--- src/rtl/tswt_pkg.sv ---
package tswt_pkg;

  localparam int unsigned MaxSamplesDef = 16;
  localparam int unsigned SampleBitsDef = 16;

  localparam int unsigned ThrW    = 15;
  localparam int unsigned ModeW   = 2;
  localparam int unsigned CfgIdxW = 2;
  localparam int unsigned CfgDataW = 15;
  localparam int unsigned ValW    = 33;

  typedef enum logic [CfgIdxW-1:0] {
    REG_THRESHOLD = 2'd0,
    REG_TEST_MODE = 2'd1
  } reg_idx_e;

  typedef enum logic [ModeW-1:0] {
    MODE_MEAN   = 2'd0,
    MODE_MEDIAN = 2'd1,
    MODE_ALL    = 2'd2
  } mode_e;

  typedef enum logic [1:0] {
    ST_COLLECT = 2'b01,
    ST_EVAL    = 2'b10
  } state_e;

  function automatic logic in_window(logic [ValW-1:0] v, logic [ThrW-1:0] thr);
    logic [ValW-1:0] lo;
    logic [ValW-1:0] hi;
    lo = ValW'(thr);
    hi = ValW'({thr, 1'b0});
    return (v > lo) && (v < hi);
  endfunction

endpackage

--- src/rtl/tswt_cell.sv ---
module tswt_cell #(
  parameter int unsigned SAMPLE_BITS = tswt_pkg::SampleBitsDef
) (
  input  logic                   clk_i,
  input  logic                   insert_i,
  input  logic                   occupied_i,
  input  logic [SAMPLE_BITS-1:0] sample_i,
  input  logic                   left_gt_i,
  input  logic [SAMPLE_BITS-1:0] left_val_i,
  output logic                   gt_o,
  output logic [SAMPLE_BITS-1:0] val_o
);

  logic [SAMPLE_BITS-1:0] val_q;
  logic [SAMPLE_BITS-1:0] val_d;

  assign gt_o  = occupied_i && (val_q > sample_i);
  assign val_o = val_q;

  // The new word lands in the first cell holding a larger value, or in the
  // first free cell; every larger value moves one cell to the right.
  always_comb begin
    val_d = val_q;
    if (left_gt_i) begin
      val_d = left_val_i;
    end else if (gt_o || !occupied_i) begin
      val_d = sample_i;
    end
  end

  always_ff @(posedge clk_i) begin
    if (insert_i) begin
      val_q <= val_d;
    end
  end

endmodule

--- src/rtl/tswt_judge.sv ---
module tswt_judge #(
  parameter int unsigned MAX_SAMPLES = tswt_pkg::MaxSamplesDef,
  parameter int unsigned SAMPLE_BITS = tswt_pkg::SampleBitsDef,
  localparam int unsigned CntW = $clog2(MAX_SAMPLES + 1),
  localparam int unsigned SumW = SAMPLE_BITS + CntW
) (
  input  logic [tswt_pkg::ThrW-1:0]  thr_i,
  input  logic [tswt_pkg::ModeW-1:0] mode_i,
  input  logic [SumW-1:0]            sum_i,
  input  logic [CntW-1:0]            count_i,
  input  logic [SAMPLE_BITS-1:0]     mid_val_i,
  input  logic                       all_in_i,
  output logic                       verdict_o
);

  localparam int unsigned ProdW = tswt_pkg::ThrW + 1 + CntW;
  localparam int unsigned MW    = tswt_pkg::ValW + CntW;

  logic [tswt_pkg::ThrW:0] t_lo;
  logic [tswt_pkg::ThrW:0] t_hi;
  logic [ProdW-1:0]        p_lo;
  logic [ProdW-1:0]        p_hi;
  logic                    mean_ok;
  logic                    median_ok;
  logic                    nonempty;

  // The truncated mean q = sum / count lies in the window exactly when
  // (thr + 1) * count <= sum and sum < 2 * thr * count.
  assign t_lo = {1'b0, thr_i} + (tswt_pkg::ThrW + 1)'(1);
  assign t_hi = {thr_i, 1'b0};
  assign p_lo = ProdW'(t_lo) * ProdW'(count_i);
  assign p_hi = ProdW'(t_hi) * ProdW'(count_i);

  assign nonempty  = (count_i != '0);
  assign mean_ok   = nonempty && (MW'(sum_i) >= MW'(p_lo)) && (MW'(sum_i) < MW'(p_hi));
  assign median_ok = nonempty &&
                     tswt_pkg::in_window(tswt_pkg::ValW'(mid_val_i), thr_i);

  always_comb begin
    case (mode_i)
      tswt_pkg::MODE_MEAN:   verdict_o = mean_ok;
      tswt_pkg::MODE_MEDIAN: verdict_o = median_ok;
      tswt_pkg::MODE_ALL:    verdict_o = all_in_i;
      default:               verdict_o = 1'b0;
    endcase
  end

endmodule

--- src/rtl/timing_sample_window_test_core.sv ---
// Collects a run of latency samples and gives one pass or fail word when the
// sample marked last has been taken. Samples are kept in ascending order by a
// chain of insertion cells, one cell per stored sample, which takes a new
// sample every cycle while the input is not stalled. After the last sample the
// core enters a verdict state, in which the input is stalled and the mean test
// (two small multiplies and compares), the median pick from the chain and the
// all-pass flag are resolved. The verdict state waits while an earlier result
// is still held in the output register. Samples beyond MAX_SAMPLES are dropped
// and reported through overflow_o.
module timing_sample_window_test_core #(
  parameter int unsigned MAX_SAMPLES = tswt_pkg::MaxSamplesDef,
  parameter int unsigned SAMPLE_BITS = tswt_pkg::SampleBitsDef
) (
  input  logic                          clk_i,
  input  logic                          rst_ni,
  input  logic                          cfg_valid_i,
  output logic                          cfg_ready_o,
  input  logic [tswt_pkg::CfgIdxW-1:0]  cfg_index_i,
  input  logic [tswt_pkg::CfgDataW-1:0] cfg_data_i,
  input  logic                          in_valid_i,
  output logic                          in_stall_o,
  input  logic [SAMPLE_BITS-1:0]        sample_i,
  input  logic                          last_sample_i,
  output logic                          out_valid_o,
  input  logic                          out_stall_i,
  output logic                          verdict_o,
  output logic                          overflow_o
);

  localparam int unsigned CntW = $clog2(MAX_SAMPLES + 1);
  localparam int unsigned SumW = SAMPLE_BITS + CntW;
  localparam int unsigned IdxW = (MAX_SAMPLES > 1) ? $clog2(MAX_SAMPLES) : 1;

  tswt_pkg::state_e state_q, state_d;

  logic [tswt_pkg::ThrW-1:0]  thr_q;
  logic [tswt_pkg::ModeW-1:0] mode_q;
  logic [CntW-1:0]            count_q, count_d;
  logic [SumW-1:0]            sum_q, sum_d;
  logic                       all_in_q, all_in_d;
  logic                       ovf_q, ovf_d;
  logic                       out_valid_q, out_valid_d;
  logic                       verdict_q, verdict_d;
  logic                       ovf_out_q, ovf_out_d;

  logic                       in_acc;
  logic                       has_room;
  logic                       insert;
  logic                       slot_free;
  logic                       eval_fire;
  logic                       judge_verdict;
  logic [CntW-1:0]            mid;
  logic [IdxW-1:0]            mid_idx;

  logic [SAMPLE_BITS-1:0]     cell_val [MAX_SAMPLES];
  logic                       cell_gt  [MAX_SAMPLES];

  assign cfg_ready_o = 1'b1;
  assign in_stall_o  = (state_q == tswt_pkg::ST_EVAL);
  assign in_acc      = in_valid_i && !in_stall_o;
  assign has_room    = (count_q < CntW'(MAX_SAMPLES));
  assign insert      = in_acc && has_room;
  assign slot_free   = !out_valid_q || !out_stall_i;
  assign eval_fire   = (state_q == tswt_pkg::ST_EVAL) && slot_free;

  for (genvar i = 0; i < MAX_SAMPLES; i++) begin : g_cell
    logic                   left_gt;
    logic [SAMPLE_BITS-1:0] left_val;
    if (i == 0) begin : g_head
      assign left_gt  = 1'b0;
      assign left_val = '0;
    end else begin : g_body
      assign left_gt  = cell_gt[i-1];
      assign left_val = cell_val[i-1];
    end

    tswt_cell #(
      .SAMPLE_BITS(SAMPLE_BITS)
    ) u_cell (
      .clk_i     (clk_i),
      .insert_i  (insert),
      .occupied_i(count_q > CntW'(i)),
      .sample_i  (sample_i),
      .left_gt_i (left_gt),
      .left_val_i(left_val),
      .gt_o      (cell_gt[i]),
      .val_o     (cell_val[i])
    );
  end

  assign mid     = count_q >> 1;
  assign mid_idx = mid[IdxW-1:0];

  tswt_judge #(
    .MAX_SAMPLES(MAX_SAMPLES),
    .SAMPLE_BITS(SAMPLE_BITS)
  ) u_judge (
    .thr_i    (thr_q),
    .mode_i   (mode_q),
    .sum_i    (sum_q),
    .count_i  (count_q),
    .mid_val_i(cell_val[mid_idx]),
    .all_in_i (all_in_q),
    .verdict_o(judge_verdict)
  );

  always_comb begin
    state_d     = state_q;
    count_d     = count_q;
    sum_d       = sum_q;
    all_in_d    = all_in_q;
    ovf_d       = ovf_q;
    out_valid_d = out_valid_q && out_stall_i;
    verdict_d   = verdict_q;
    ovf_out_d   = ovf_out_q;
    case (state_q)
      tswt_pkg::ST_COLLECT: begin
        if (in_acc) begin
          if (has_room) begin
            count_d  = count_q + CntW'(1);
            sum_d    = sum_q + SumW'(sample_i);
            all_in_d = all_in_q &&
                       tswt_pkg::in_window(tswt_pkg::ValW'(sample_i), thr_q);
          end else begin
            ovf_d = 1'b1;
          end
          if (last_sample_i) begin
            state_d = tswt_pkg::ST_EVAL;
          end
        end
      end
      tswt_pkg::ST_EVAL: begin
        if (slot_free) begin
          out_valid_d = 1'b1;
          verdict_d   = judge_verdict;
          ovf_out_d   = ovf_q;
          count_d     = '0;
          sum_d       = '0;
          all_in_d    = 1'b1;
          ovf_d       = 1'b0;
          state_d     = tswt_pkg::ST_COLLECT;
        end
      end
      default: begin
        state_d = tswt_pkg::ST_COLLECT;
      end
    endcase
  end

  always_ff @(posedge clk_i or negedge rst_ni) begin
    if (!rst_ni) begin
      state_q     <= tswt_pkg::ST_COLLECT;
      thr_q       <= '0;
      mode_q      <= tswt_pkg::MODE_MEAN;
      count_q     <= '0;
      sum_q       <= '0;
      all_in_q    <= 1'b1;
      ovf_q       <= 1'b0;
      out_valid_q <= 1'b0;
    end else begin
      state_q     <= state_d;
      count_q     <= count_d;
      sum_q       <= sum_d;
      all_in_q    <= all_in_d;
      ovf_q       <= ovf_d;
      out_valid_q <= out_valid_d;
      if (cfg_valid_i && cfg_ready_o) begin
        case (cfg_index_i)
          tswt_pkg::REG_THRESHOLD: thr_q  <= cfg_data_i;
          tswt_pkg::REG_TEST_MODE: mode_q <= cfg_data_i[tswt_pkg::ModeW-1:0];
          default: ;
        endcase
      end
    end
  end

  always_ff @(posedge clk_i) begin
    verdict_q <= verdict_d;
    ovf_out_q <= ovf_out_d;
  end

  assign out_valid_o = out_valid_q;
  assign verdict_o   = verdict_q;
  assign overflow_o  = ovf_out_q;

`ifndef SYNTHESIS
  a_result_from_eval: assert property (@(posedge clk_i) disable iff (!rst_ni)
    $rose(out_valid_o) |-> $past(state_q == tswt_pkg::ST_EVAL))
    else $error("Result raised outside a verdict cycle.");

  a_count_bounded: assert property (@(posedge clk_i) disable iff (!rst_ni)
    count_q <= CntW'(MAX_SAMPLES))
    else $error("Sample count exceeds the store depth.");

  a_last_enters_eval: assert property (@(posedge clk_i) disable iff (!rst_ni)
    (in_acc && last_sample_i) |=> (state_q == tswt_pkg::ST_EVAL))
    else $error("Last sample did not start a verdict cycle.");

  a_run_cleared: assert property (@(posedge clk_i) disable iff (!rst_ni)
    eval_fire |=> (count_q == '0) && all_in_q && !ovf_q)
    else $error("Run state not cleared after a verdict.");
`endif

endmodule
--- config.mk ---
export PLATFORM = sky130hd
export DESIGN_NAME = timing_sample_window_test_core
export DESIGN_NICKNAME = d
export VERILOG_FILES = /design/src/rtl/tswt_pkg.sv /design/src/rtl/tswt_cell.sv /design/src/rtl/tswt_judge.sv /design/src/rtl/timing_sample_window_test_core.sv
export SDC_FILE = /design/constraint.sdc
export NUM_CORES = 1
export LEC_CHECK = 0
export BUFFER_PORTS_ARGS = -buffer_cell sky130_fd_sc_hd__buf_2
export CORE_MARGIN = 2
export CORE_UTILIZATION = 30
export CTS_CLUSTER_DIAMETER = 30
export CTS_CLUSTER_SIZE = 28
export DETAILED_ROUTE_END_ITERATION = 12
export GPL_TIMING_DRIVEN = 0
export HOLD_SLACK_MARGIN = 0.03
export PLACE_DENSITY = 0.4
export SLEW_MARGIN = 20
export SYNTH_ARGS = -nofsm -noshare
export SYNTH_HDL_FRONTEND = slang
export SYNTH_SLANG_ARGS = --single-unit
--- constraint.sdc ---
create_clock -name clk_i -period 10.4 [get_ports clk_i]
set_input_delay 0.52 -clock clk_i [delete_from_list [all_inputs] [get_ports clk_i]]
set_output_delay 0.52 -clock clk_i [all_outputs]
set_load 0.1 [all_outputs]
# After elaboration in Yosys (flattened, before gate mapping)
# Index checks and enable logic that the tools add are counted.
# op_classes
addsub	3
muxes	56
n_lt_le_gt_ge	40
reduce_logical	102
eq_ne	10
bitwise	1
mul	2
# ops
cell	count
$mux 16	32
$gt 16x16->1	16
$bmux 16 s4	1
$mux 21	3
$pmux 21 s2	1
$gt 5x4->1 const B	8
$reduce_and 2->1	19
$gt 16x15->1	2
$lt 16x16->1	2
$reduce_bool 2->1	16
$logic_and 1x1->1	25
$add 21x16->21	1
$ge 21x21->1	1
$lt 21x21->1	1
$mul 16x5->21	1
$gt 5x3->1 const B	4
$mul 15x5->20	1
$logic_not 1->1	19
$logic_or 1x1->1	17
$add 15x1->16 const B	1
$mux 5	3
$gt 5x1->1 const B	2
$gt 5x2->1 const B	2
$pmux 5 s2	1
17 further kinds	35
# totals
regBits	306
elab_cells	240
in_bits	39

# Depth between registers and ports, before layout
# depth
word_depth	8
ltp_mapped	29
ltp_nobuf	28

# Cells and area by module
# Synthesis repeated with hierarchy kept, for this count alone.
# hier_totals
hier_cells	3120
area_unflattened_um2	29487.0
# by_module_without_submodules
mod	area_each_um2	cells_each	instances
tswt_cell at g_cell[0].u_cell ...	1074.8	113	15
tswt_judge	6406.1	784	1
timing_sample_window_test_core	5869.4	527	1
tswt_cell at g_cell[12].u_cell	1089.8	114	1

# Worst setup path after synthesis
# Ideal clock, no wire load.
# synth_timing
kind	reg-to-reg
from	register thr_q[3] (netlist name)
to	register verdict_q (netlist: verdict_o) (data pin)
setup_ps	158
required_time_ps	10242
path_slack_ps	4136
path_stages_with_launch	26
synth_period_minus_slack_ps	6264
n_path_buf	1
t_arrival_ps	6106
path_cell_list	dfrtp_1 clkbuf_1 and3_1 and3_1 and3_1 nand2b_1 or2_2 xnor2_1 nor2b_1 fa_1 fa_1 inv_1 fa_1 inv_1 ha_1 and4_1 a21oi_1 o21ai_0 a221oi_1 a211oi_1 nor4b_1 nor3_1 ha_1 nand4_1 o41a_1 o211ai_1
# synth_via
elab_chain_len	6
word_cells_on_any_way	12
classes_between	1 x add/sub; 2 x mul; 4 x order compare; 1 x mux; 4 x reduce/logical
# synth_rtl
item	line_no	source
start, declared	timing_sample_window_test_core.sv:36	logic [tswt_pkg::ThrW-1:0] thr_q;
start signal, assigned	timing_sample_window_test_core.sv:169	tswt_pkg::REG_THRESHOLD: thr_q <= cfg_data_i;
$add 15x1->16	tswt_judge.sv:29	assign t_lo = {1'b0, thr_i} + (tswt_pkg::ThrW + 1)'(1);
$mul 16x5->21	tswt_judge.sv:31	assign p_lo = ProdW'(t_lo) * ProdW'(count_i);
$ge 21x21->1	tswt_judge.sv:35	assign mean_ok = nonempty && (MW'(sum_i) >= MW'(p_lo)) && (MW'(sum_i) < MW'(p_hi));
$logic_and 1x1->1 (2 in series)	tswt_judge.sv:35	
$pmux 1 s3 *	tswt_judge.sv:40	case (mode_i)
named net judge_verdict	timing_sample_window_test_core.sv:51	logic judge_verdict;
end signal, assigned	timing_sample_window_test_core.sv:178	verdict_q <= verdict_d;
end, declared	timing_sample_window_test_core.sv:43	logic verdict_q, verdict_d;
# Mark *: on every way through the listed nets, which the timed path passes. The rest lies on a longest branch.
# A chain may end at the register's enable or synchronous reset.

# Worst setup path in the final report
# layout_timing
from	register count_q[2]
to	register verdict_q (netlist: verdict_o) (data pin)
# layout_via
elab_chain_len	8
word_cells_on_any_way	16
classes_between	2 x mul; 4 x order compare; 4 x mux; 1 x bitwise; 5 x reduce/logical
# layout_rtl
item	line_no	source
start, declared	timing_sample_window_test_core.sv:38	logic [CntW-1:0] count_q, count_d;
start signal, assigned	timing_sample_window_test_core.sv:162	count_q <= count_d;
branches (longest 7 deep; another with $mul 16x5->21)	--	
$pmux 1 s3 *	tswt_judge.sv:40	
named net judge_verdict	timing_sample_window_test_core.sv:51	
# Mark *: on every way through the listed nets, which the timed path passes. The select of a mux whose other input is x is not followed.

==> results.toml <==
[status]
run_status = "completed"

[min_path]
whs_path_depth = 3
hold_end = "thr_q[12]"
min_from = "cfg_data_i[12]"
hp-class = "in2reg"

[clock_network]
cts_root_buf = "clkbuf_16"
cts_hold_buf = 1
cts_resized = 0
post-cts-setup-buffers = 0
clk_pin_slew_ns = 0.05
cts_tree = "yes"
cts_buffers = 98
clock_sinks = 306
clk_latency_ns = 0.66
clockBufferDepth = 3
htreeDepth = 3

[floorplanning]
coreArea_um2 = 91900
die_x_um = 309
die_area_um2 = 95400
die_y_um = 309
ios = 44
num_rows = 111
start_util_pct = 30.3

[critical_path]
r2r_end = "verdict_o"
worst-path-max-fanout = 10
r2r_cells = 22
path_cells = "clkbuf_1 -> buf_2 -> buf_2 -> buf_1 -> clkbuf_1 -> nand2_1 -> fa_1 -> inv_1 -> fa_1 -> fa_1 -> ha_1 -> clkbuf_1 -> a2111oi_0 -> o211ai_1 -> nand2_1 -> xor2_1 -> ha_1 -> a21o_1 -> a211oi_1 -> o211ai_1 -> a21o_1 -> o211ai_1"
crit_type = "reg2reg"
cp-end-kind = "register"
worstPathArrival_ns = 8.99
critPathSlowestCell = "buf_1"
start_kind = "register"
rrSetupSlack_ns = 1.84
required_ns = 10.83
max_stage_delay_ns = 0.81
reg2reg_from = "count_q[2]"

[layout]
n_antenna_cell = 0
drive_above_1_share_pct = 19.2
fillers = 9157
postLayoutCoreUtil_pct = 36.2
nets = 3252
area_growth_pct = 19.3
final_cells = 4020
fin_area_um2 = 33300

[place]
place_inst = 3841
place_congestion = 0.898
place_ws_ns = 1.86
place_area_um2 = 29900
dpl.hpwl_um = 81900
io_buffers = 42

[global_route]
overflow = 0
grt_pass1_vias = 22900
grtUsageTotal_pct = 21.8
grt_pass1_wl_um = 152000
grt_max_degree = 49
antenna_found_initial = 10

[synth]
ys_seq_area_share_pct = 32.1
ys.warnings.count = 0
synth_ff_type = "edfxtp_1"
synth_area_leaders = "edfxtp_1 (28%), ha_1 (19%), mux2_2 (7.1%), mux4_2 (6.4%), fa_1 (5.9%)"
async_flop_share_pct = 15.7
avgSynthCellArea_um2 = 11.0
synth_nets = 3098
netlist_instances = 2545
ys_seq_elements = 306
netlist.top_cell.by_area = "edfxtp_1"
synthesis.area_um2 = 27900
synth.distinct_cells = 80
synth_top_area_share_pct = 27.8
synth-edff-count = 258

[timing]
fin_crit_ns = 8.56
tns_ns = 0
rsz0062_at_grt = "false"
setup_viol = 0
drv_slew = 0
finalHoldViolations = 0
clock_skew_ns = 0.0353
clock.fmax_ghz = 0.117
post-route-period-util_pct = 82.3
worst_slack_ns = 1.84
maxSlewHeadroom_pct = 25.5
max_slew.worst_pin.slew_ns = 1.12

[power_and_ir_drop]
p_sw_share_pct = 41.2
power_frac_clock_pct = 31.8
power_density_nw_per_um2 = 287
p_switching_mw = 3.93
p_leak_nw = 13.8
seq_power_share_pct = 20.0
combPwrFrac_pct = 48.2
irDropWorstVdd_uv = 175
p_int_mw = 5.60

[routing]
wl_per_cell_um = 25.8
wl_um = 104000
final_antenna_net_count = 0
vias = 22300
drc = 0
drtPass1Iterations = 5
via_per_inst = 5.54
drt_iter0_markers = 1531

[job]
maxCapViolations = 0
==> cell usage after synthesis (all sizes together), types with 7 or more instances <==
master / count
fa: 82
mux4: 79
o211ai: 24
nor3: 27
a21o: 67
ha: 432
and3: 12
nand3: 62
inv: 139
nor2b: 51
or4: 7
o21ai: 160
nand4: 56
clkbuf: 64
and2: 25
nand2: 187
a221oi: 10
buf: 39
xor2: 25
nand2b: 25
mux2i: 15
o31ai: 15
and4: 12
a211oi: 19
a31oi: 16
edfxtp: 258
o22ai: 7
xnor2: 30
a21oi: 129
o21a: 23
nor2: 124
mux2: 184
dfrtp: 46
==> logic make-up after synthesis <==
kind of cell	after synthesis	share of synthesized area, %
AO/OA/AOI/OAI	529	12.0
XOR/XNOR	55	1.73
other	1	0.0134
multiplexers	278	14.5
AND/OR/NAND/NOR	617	10.9
flip-flops	306	32.1
adder cells (fa/ha/maj)	514	25.3
buffers and inverters	245	3.56
==> worst max-delay path, delay by kind of cell (launching register included) <==
family | cells | cell delay, ns
simple gates | 2 | 0.29
fa+ha+maj | 5 | 2.18
compound gates | 7 | 2.05
buf+inv | 7 | 2.91
flops | 1 | 0.38
xor+xnor | 1 | 0.51
==> worst max path at each step <==
stage,from,to,depth (start not counted)
after detailed placement,count_q[2],verdict_o,22
after global routing,count_q[2],verdict_o,25
final,count_q[2],verdict_o,22
after global placement,count_q[2],verdict_o,22
after CTS,count_q[2],verdict_o,22
after floorplan,thr_q[3],verdict_o,25
==> layout make-up <==
type	count	area, µm²	area share (%)
Clock buffer	117	2610	7.83
Tap cell	1243	1560	4.67
Timing Repair Buffer	54	367	1.10
Inverter	142	533	1.60
Buffer	103	465	1.40
Clock inverter	61	753	2.26
Multi-Input combinational cell	1994	18000	54.2
Sequential cell	306	8950	26.9
==> through the flow <==
| step | hold WS, ns | power (mW) |
|---|---|---|
| finish | 0.0873 | 9.54 |
| global route | 0.0675 | 10.2 |
| CTS | 0.0515 | 9.57 |
| detailed placement | 0.444 | 6.49 |
| global placement | 0.436 | 6.37 |
| floorplan | 0.224 | 4.89 |
==> layout by cell type (no fill, tap or decap), drive strengths merged, types with 16 or more instances in the layout <==
| cell type | Yosys | routed |
|---|---|---|
| nor2 | 124 | 124 |
| nor2b | 51 | 51 |
| ha | 432 | 432 |
| fa | 82 | 82 |
| a31oi | 16 | 16 |
| buf | 39 | 92 |
| a21oi | 129 | 129 |
| nand3 | 62 | 62 |
| inv | 139 | 143 |
| o211ai | 24 | 24 |
| xnor2 | 30 | 30 |
| and2 | 25 | 25 |
| mux4 | 79 | 79 |
| xor2 | 25 | 25 |
| nand2 | 187 | 187 |
| clkinv | 3 | 42 |
| o21a | 23 | 23 |
| a211oi | 19 | 19 |
| nand4 | 56 | 56 |
| mux2 | 184 | 184 |
| nand2b | 25 | 25 |
| nor3 | 27 | 27 |
| clkbuf | 64 | 181 |
| o21ai | 160 | 160 |
| dfrtp | 46 | 46 |
| a21o | 67 | 67 |
| edfxtp | 258 | 258 |
==> power by group through the flow <==
| stage | clock (mW) | sequential (mW) | combinational [mW] |
|---|---|---|---|
| after global placement | 0 | 1.93 | 4.44 |
| after floorplan | 0 | 1.80 | 3.09 |
| after global routing | 3.15 | 1.94 | 5.08 |
| after detailed placement | 0 | 1.92 | 4.57 |
| after CTS | 3.06 | 1.91 | 4.60 |
| final | 3.03 | 1.91 | 4.59 |
==> metal layers <==
layer  up-vias  part of all wire [%]  global-route usage (%)
met3       182                   5.4                    3.86
met5         -                     0                       0
met2       721                    45                    34.0
li1       9986                     -                       -
met4         0                   3.4                    7.38
met1     11400                    47                    30.5
==> flip-flops by register name, summed over array words and instances (netlist names) <==
signal,flops
all_in_q,1
count_q,5
g_cell.u_cell.val_o,256
mode_q,2
out_valid_o,1
overflow_o,1
ovf_q,1
state_q,2
sum_q,21
thr_q,15
verdict_o,1
Note: power is estimated with default switching activity, not from simulation.
